`src/sv/pca_pkg.sv`:
```
package pca_pkg;

  localparam int QW = 16;
  localparam int TW = 32;
  localparam int RW = 32;
  localparam int AW = 40;
  localparam int IN_DATA_W = 256;
  localparam int OUT_DATA_W = 96;
  localparam logic signed [RW-1:0] Q30_ONE = 32'sh4000_0000;

  // Control from the sequencer to the datapath.
  typedef struct packed {
    logic load;      // capture the input item
    logic clear;     // return the pose to identity
    logic quat;      // build the new rotation from the quaternion
    logic mac;       // accumulate one product
    logic mac_first; // first product of a three-term sum
    logic rot_wr;    // finish a rotation entry
    logic tr_wr;     // finish a translation entry
    logic [1:0] row;
    logic [1:0] col;
    logic [1:0] k;
    logic commit;    // copy the new pose into the kept pose
    logic emit;      // build the result item
  } pca_cmd_t;

endpackage

```
`src/sv/pca_ctrl.sv`:
```
module pca_ctrl (
  input  logic              clk,
  input  logic              rst_n,
  input  logic              in_tvalid,
  input  logic              in_first,
  output logic              in_tready,
  output logic              out_tvalid,
  input  logic              out_tready,
  output pca_pkg::pca_cmd_t cmd
);
  import pca_pkg::*;

  typedef enum logic [2:0] {S_IDLE, S_QUAT, S_MAC, S_WR, S_COMMIT, S_EMIT, S_OUT} state_t;

  state_t     state_r;
  logic [1:0] row_r, col_r, k_r;
  logic       valid_r;

  assign in_tready  = (state_r == S_IDLE) && !valid_r;
  assign out_tvalid = valid_r;

  always_comb begin
    cmd = '0;
    cmd.row = row_r;
    cmd.col = col_r;
    cmd.k   = k_r;
    case (state_r)
      S_IDLE: begin
        cmd.load  = in_tvalid && in_tready;
        cmd.clear = in_tvalid && in_tready && in_first;
      end
      S_QUAT:   cmd.quat = 1'b1;
      S_MAC: begin
        cmd.mac = 1'b1;
        cmd.mac_first = (k_r == 2'd0);
      end
      S_WR: begin
        cmd.rot_wr = (col_r != 2'd3);
        cmd.tr_wr  = (col_r == 2'd3);
      end
      S_COMMIT: cmd.commit = 1'b1;
      S_EMIT:   cmd.emit = 1'b1;
      default: ;
    endcase
  end

  always_ff @(posedge clk) begin
    if (!rst_n) begin
      state_r <= S_IDLE;
      row_r <= '0; col_r <= '0; k_r <= '0;
      valid_r <= 1'b0;
    end else begin
      if (valid_r && out_tready) valid_r <= 1'b0;
      case (state_r)
        S_IDLE: if (in_tvalid && in_tready) begin
          row_r <= '0; col_r <= '0; k_r <= '0;
          state_r <= in_first ? S_EMIT : S_QUAT;
        end
        S_QUAT: state_r <= S_MAC;
        S_MAC: begin
          if (k_r == 2'd2) begin
            k_r <= '0;
            state_r <= S_WR;
          end else begin
            k_r <= k_r + 2'd1;
          end
        end
        S_WR: begin
          state_r <= S_MAC;
          if (col_r == 2'd3) begin
            col_r <= '0;
            if (row_r == 2'd2) state_r <= S_COMMIT;
            else row_r <= row_r + 2'd1;
          end else begin
            col_r <= col_r + 2'd1;
          end
        end
        S_COMMIT: state_r <= S_EMIT;
        S_EMIT:   state_r <= S_OUT;
        S_OUT: begin
          valid_r <= 1'b1;
          state_r <= S_IDLE;
        end
        default: state_r <= S_IDLE;
      endcase
    end
  end
endmodule

```
`config.mk`:
```
export PLATFORM = sky130hd
export DESIGN_NAME = pca_ctrl
export DESIGN_NICKNAME = d
export VERILOG_FILES = /design/src/sv/pca_pkg.sv /design/src/sv/pca_ctrl.sv
export SDC_FILE = /design/constraint.sdc
export NUM_CORES = 1
export LEC_CHECK = 0
export ABC_AREA = 1
export BUFFER_PORTS_ARGS = -buffer_cell sky130_fd_sc_hd__buf_2
export CORE_AREA = 2 2 39 41
export CTS_BUF_LIST = sky130_fd_sc_hd__clkbuf_8
export DETAILED_ROUTE_END_ITERATION = 7
export DIE_AREA = 0 0 41 43
export GPL_ROUTABILITY_DRIVEN = 0
export PLACE_DENSITY = 0.72
export REMOVE_ABC_BUFFERS = 1
export SLEW_MARGIN = 5
export SYNTH_ARGS = -nofsm -noshare
export SYNTH_HDL_FRONTEND = slang
export SYNTH_SLANG_ARGS = --single-unit
export TNS_END_PERCENT = 20
```
`constraint.sdc`:
```
create_clock -name clk -period 1.2 [get_ports clk]
set_input_delay 0.06 -clock clk [delete_from_list [all_inputs] [get_ports clk]]
set_output_delay 0.06 -clock clk [all_outputs]
set_load 0.1 [all_outputs]
```
==> results of run 1 <==
kinds of logic after synthesis:
| logic type | Yosys count | share of synthesized area, % |
|---|---|---|
| and+or+nand+nor | 43 | 39.4 |
| AOI/OAI and AO/OA | 11 | 10.0 |
| buffers and inverters | 17 | 11.3 |
| DFF | 10 | 34.9 |
| adders and majority gates | 2 | 4.36 |
cells in the final DEF, fill, tap and decap left out, types with 2 or more instances in the layout:
cell	instances
nor2_2	6
buf_2	9
nor2_1	4
buf_12	12
buf_4	15
nor2_4	6
dfxtp_2	2
inv_4	2
nand2_1	6
nand3_1	10
clkbuf_8	4
dfxtp_4	2
a21oi_1	6
inv_2	5
inv_1	9
dfxtp_1	6
nand2_4	5
state kept, by name, summed over array words and instances, names as in the netlist:
register,cells
state_r,3
col_r,2
k_r,2
row_r,2
out_tvalid,1
Yosys cell counts (2+ instances only):
cell	number	share of area, %
inv_1	12	7.8
nor2_1	12	7.8
nand3_1	11	9.6
dfxtp_1	10	35
nand2_1	7	4.6
a21oi_1	6	5.2
inv_2	4	2.6
nand2_2	4	4.4
nor2_2	4	4.4
ha_1	2	4.4
o21ai_1	2	1.7
routing by layer:
metal | global-route usage, % | part of all wire, % | vias up
met5 | 0 | 0 | -
met4 | 12.0 | 1.9 | 0
met3 | 3.66 | 4.0 | 5
met2 | 43.1 | 54 | 20
met1 | 26.4 | 40 | 323
li1 | - | - | 344
stage by stage:
stage / setup TNS (ns) / area (µm²) / setup WS (ns) / utilization [%]
finish: -0.547 / 1160 / -0.0757 / 83.6
detailed placement: -0.0306 / 925 / -0.0306 / 66.8
global route: -0.946 / 1160 / -0.108 / 83.6
global placement: -0.00200 / 925 / -0.00200 / 66.8
CTS: -0.386 / 1140 / -0.0566 / 82.2
floorplan: -13.85 / 574 / -1.52 / -
final timing paths:
path	startpoint	endpoint	slack (ns)	cells past startpoint
min	rst_n	out_tvalid$_SDFFE_PN0P_	0.09	2
max reg2reg	state_r[1]$_SDFFE_PN0P_	row_r[1]$_SDFFE_PN0P_	-0.01	7
min reg2reg	col_r[0]$_SDFFE_PN0P_	col_r[0]$_SDFFE_PN0P_	0.45	1
max	state_r[1]$_SDFFE_PN0P_	cmd[13]	-0.08	4
timing repair:
action | CTS | global route
setup buffers | 9 | 0
setup endpoints to repair | 10 | 14
gates resized for setup | 29 | 6
pin swaps | 6 | 3
area by class of cell:
type                       instances  area [µm²]
fill                              87         226
timing repair buffer              36         398
sequential                        10         210
inverter                          17        70.1
clock buffer                       4        55.1
tap                               16        20.0
multi-input combinational         56         404
worst max-delay path, cell delays in order (launching register included):
cell and delay [ns]:
dfxtp_4 0.36, nor2_4 0.16, nand4_4 0.15, nor2_4 0.13, buf_12 0.18
==> impl_metrics.env, run 1 <==
export IMPL_crit_required_ns=1.14
export IMPL_worst_slack_ns=-0.0757
export IMPL_ys_ff_latch=10
export IMPL_drcViolationCount=0
export IMPL_vias=692
export IMPL_instances_no_fill=139
export IMPL_dpl_hpwl_um=1070
export IMPL_clock_skew_ns=0.00202
export IMPL_hold_path_class="input port to flop"
export IMPL_cts_hold_buf=0
export IMPL_die_area_um2=1760
export IMPL_numClockSinks=10
export IMPL_h_tree_depth=1
export IMPL_row_count=14
export IMPL_clk_pin_slew_worst_paths_ns=0.05
export IMPL_tightest_slew_ns=0.486
export IMPL_layout_drive_gt1_share_pct=61.0
export IMPL_ant_nets=0
export IMPL_synthArstFlopShare_pct=0
export IMPL_yosysSeqAreaShare_pct=34.9
export IMPL_cts_inserted_buffers=3
export IMPL_ios=22
export IMPL_port_buffers=21
export IMPL_die_w_um=41
export IMPL_grt_use_total_pct=24.6
export IMPL_syn_to_final_growth_pct=102
export IMPL_cap_violations=0
export IMPL_overflow=0
export IMPL_initial_utilization_pct=41.5
export IMPL_grt_max_degree=8
export IMPL_whs_ns=0.0949
export IMPL_firstDrtPassIters=4
export IMPL_syn_avg_cell_area_um2=6.92
export IMPL_relSlewSlack_pct=67.8
export IMPL_synthCells=83
export IMPL_die_h_um=43
export IMPL_ys_types=20
export IMPL_drt_iter0_drc=10
export IMPL_routed_wl_um=1850
export IMPL_synth_area_um2=574
export IMPL_nNetsFinal=131
export IMPL_slew_viol_final=0
export IMPL_synth_edff_count=0
export IMPL_rsz0062_at_grt="true"
export IMPL_cp_start_kind="flop"
export IMPL_crit_fanout=3
export IMPL_grt_pass1_vias=683
export IMPL_worstSetupPathType="flop to output pin"
export IMPL_fp_coreArea_um2=1380
export IMPL_diodes=0
export IMPL_finalCritPeriodShare_pct=106
export IMPL_placed_cells=126
export IMPL_antenna_found_initial=0
export IMPL_wl_per_cell_um=13.3
export IMPL_status="finished, violations left"
export IMPL_cts_path_max_buffers=2
export IMPL_hold_viol_final=0
export IMPL_synthFlopType="dfxtp_1"
export IMPL_insertion_delay_ns=0.24
export IMPL_cts_tree="done"
export IMPL_post_route_min_period_ns=1.28
export IMPL_cts_root_buf="clkbuf_8"
export IMPL_setup_viol=11
export IMPL_violations="setup timing"
export IMPL_grt_first_pass_wirelength_um=2920
export IMPL_cp_end_kind="output pin"
export IMPL_synth_warnings=0
export IMPL_fmax_ghz=0.784
export IMPL_via_per_inst=4.98
export IMPL_arrival_ns=1.22
Power of run 1 is left out: the tool's default activity adds up to more than one toggle a clock period on the data nets, which glitch-free logic cannot reach.
==> run 2, diff against run 1 <==
CTS_BUF_LIST = unset   (was sky130_fd_sc_hd__clkbuf_8)
SETUP_SLACK_MARGIN = 0.1   (was unset)
==> run 2 against run 1 <==
Compared with the run above:
- the run still ends with setup timing left
- setup slack lost 0.044 ns
- sequential cell count unchanged
- worst hold slack got worse by 0.050 ns
- global-route usage rose by 0.86 points
- register-to-register slack about the same
- cell area increased by 3.1%
- largest cell class is now non-clock buffers
- critical endpoint is now cmd[1]
- clock-buffer cell count did not move
- critical path depth decreased by 1
- via count grew 3.0%
- non-clock buffer count grew 3
==> impl_metrics.env, run 2 (same netlist as run 1, synthesis figures left out) <==
export IMPL_insertion_delay_ns=0.29
export IMPL_port_buffers=21
export IMPL_drcViolationCount=0
export IMPL_finalCritPeriodShare_pct=110
export IMPL_rr_worst_depth=9
export IMPL_wl_per_cell_um=13.5
export IMPL_cts_inserted_buffers=3
export IMPL_antenna_found_initial=0
export IMPL_grt_first_pass_wirelength_um=3010
export IMPL_postLayoutCellArea_um2=1190
export IMPL_fp_coreArea_um2=1380
export IMPL_final_common_cell="buf_4"
export IMPL_status="finished, violations left"
export IMPL_dpl_hpwl_um=1070
export IMPL_placed_cells=126
export IMPL_grt_use_total_pct=25.5
export IMPL_fmax_ghz=0.758
export IMPL_grt_max_degree=8
export IMPL_worst_path_stages=3
export IMPL_cap_violations=0
export IMPL_worst_slack_ns=-0.120
export IMPL_path_delay_family="flip-flops"
export IMPL_violations="setup timing"
export IMPL_crit_chain="buf_6 > nor3_2 > buf_12"
export IMPL_largest_register="state_r"
export IMPL_final_cell_mix="buf_4 (18), buf_12 (12), inv_1 (10), nand3_1 (10)"
export IMPL_setup_viol=11
export IMPL_arrival_ns=1.26
export IMPL_max_stage_delay_ns=0.37
export IMPL_ant_nets=0
export IMPL_largest_reg_flops=3
export IMPL_cp_end_kind="output pin"
export IMPL_drt_iter0_drc=6
export IMPL_critPathSlowestCell="dfxtp_4"
export IMPL_die_h_um=43
export IMPL_worstSetupPathType="flop to output pin"
export IMPL_firstDrtPassIters=4
export IMPL_crit_fanout=3
export IMPL_via_per_inst=5.02
export IMPL_grt_pass1_vias=725
export IMPL_cts_path_max_buffers=2
export IMPL_dpl_cell_area_um2=925
export IMPL_hold_viol_final=0
export IMPL_regToRegEndpoint="row_r[1]$_SDFFE_PN0P_"
export IMPL_layout_drive_gt1_share_pct=61.9
export IMPL_h_tree_depth=1
export IMPL_routed_wl_um=1910
export IMPL_post_route_min_period_ns=1.32
export IMPL_crit_required_ns=1.14
export IMPL_die_area_um2=1760
export IMPL_clock_skew_ns=0.00276
export IMPL_slew_viol_final=0
export IMPL_initial_utilization_pct=41.5
export IMPL_die_w_um=41
export IMPL_rrSetupSlack_ns=-0.01
export IMPL_cp_start_kind="flop"
export IMPL_cp_num_buf_inv=2
export IMPL_syn_to_final_growth_pct=108
export IMPL_overflow=0
export IMPL_rsz0062_at_grt="true"
export IMPL_hold_path_class="input port to flop"
export IMPL_tightest_slew_ns=0.485
export IMPL_relSlewSlack_pct=67.9
export IMPL_cts_root_buf="clkbuf_4"
export IMPL_diodes=0
export IMPL_vias=713
export IMPL_crit_path_end="cmd[1]"
export IMPL_numClockSinks=10
export IMPL_r2r_start="state_r[2]$_SDFFE_PN0P_"
export IMPL_ios=22
export IMPL_row_count=14
export IMPL_nNetsFinal=134
export IMPL_cts_tree="done"
export IMPL_cp_startpoint="state_r[1]$_SDFFE_PN0P_"
export IMPL_clk_pin_slew_worst_paths_ns=0.07
export IMPL_instances_no_fill=142
-- run 2: cell count changes in the layout (fill, tap and decap cells not counted), moves of 2 or more --
cell	before	now
buf_2	9	5
buf_6	0	4
buf_4	15	18
clkbuf_4	0	3
clkbuf_8	4	1
inv_2	5	3
-- run 2: what timing repair did --
action / 4_1_cts / 5_1_grt
resized for setup: 36 / 8
hold buffers: 0 / 0
buffers inserted: 12 / 0
setup endpoints to repair: 21 / 21
pin swaps: 5 / 2
-- run 2: per-stage QoR --
step | utilization [%] | hold WS, ns | setup TNS (ns) | setup slack, ns
6_report | 86.3 | 0.0454 | -0.886 | -0.120
5_1_grt | 86.3 | 0.0547 | -1.54 | -0.159
4_1_cts | 84.0 | 0.0481 | -0.699 | -0.0918
3_5_place_dp | 66.8 | 0.332 | -0.0306 | -0.0306
3_3_place_gp | 66.8 | 0.329 | -0.00200 | -0.00200
2_1_floorplan | - | 0.187 | -13.85 | -1.52
-- run 2: cell type report --
| class | instances | area [µm²] |
|---|---|---|
| inverter | 17 | 72.6 |
| timing repair buffer | 39 | 445 |
| tap | 16 | 20.0 |
| sequential | 10 | 211 |
| fill | 76 | 190 |
| clock buffer | 4 | 36.3 |
| multi-input combinational | 56 | 408 |
-- run 2: worst min path at each step --
stage	cells past startpoint	to	slack (ns)	start
floorplan	1	out_tvalid$_SDFFE_PN0P_	0.19	rst_n
global placement	2	out_tvalid$_SDFFE_PN0P_	0.33	rst_n
detailed placement	2	out_tvalid$_SDFFE_PN0P_	0.33	rst_n
CTS	2	out_tvalid$_SDFFE_PN0P_	0.05	rst_n
global route	2	out_tvalid$_SDFFE_PN0P_	0.05	rst_n
finish	3	col_r[0]$_SDFFE_PN0P_	0.05	rst_n
-- run 2: worst min-delay path, stage by stage --
cell,delay (ns)
buf_2,0.12
o21ai_1,0.07
a21oi_1,0.04
-- run 2: per-layer routing --
layer  GRT usage [%]  up-vias  part of all wire [%]
met5               0        -                     0
met4            13.3        0                   2.5
met3            6.28        7                   6.1
met2            43.8       24                    55
met1            26.2      325                    36
li1                -      357                     -
Power of run 2 is left out for the same reason.
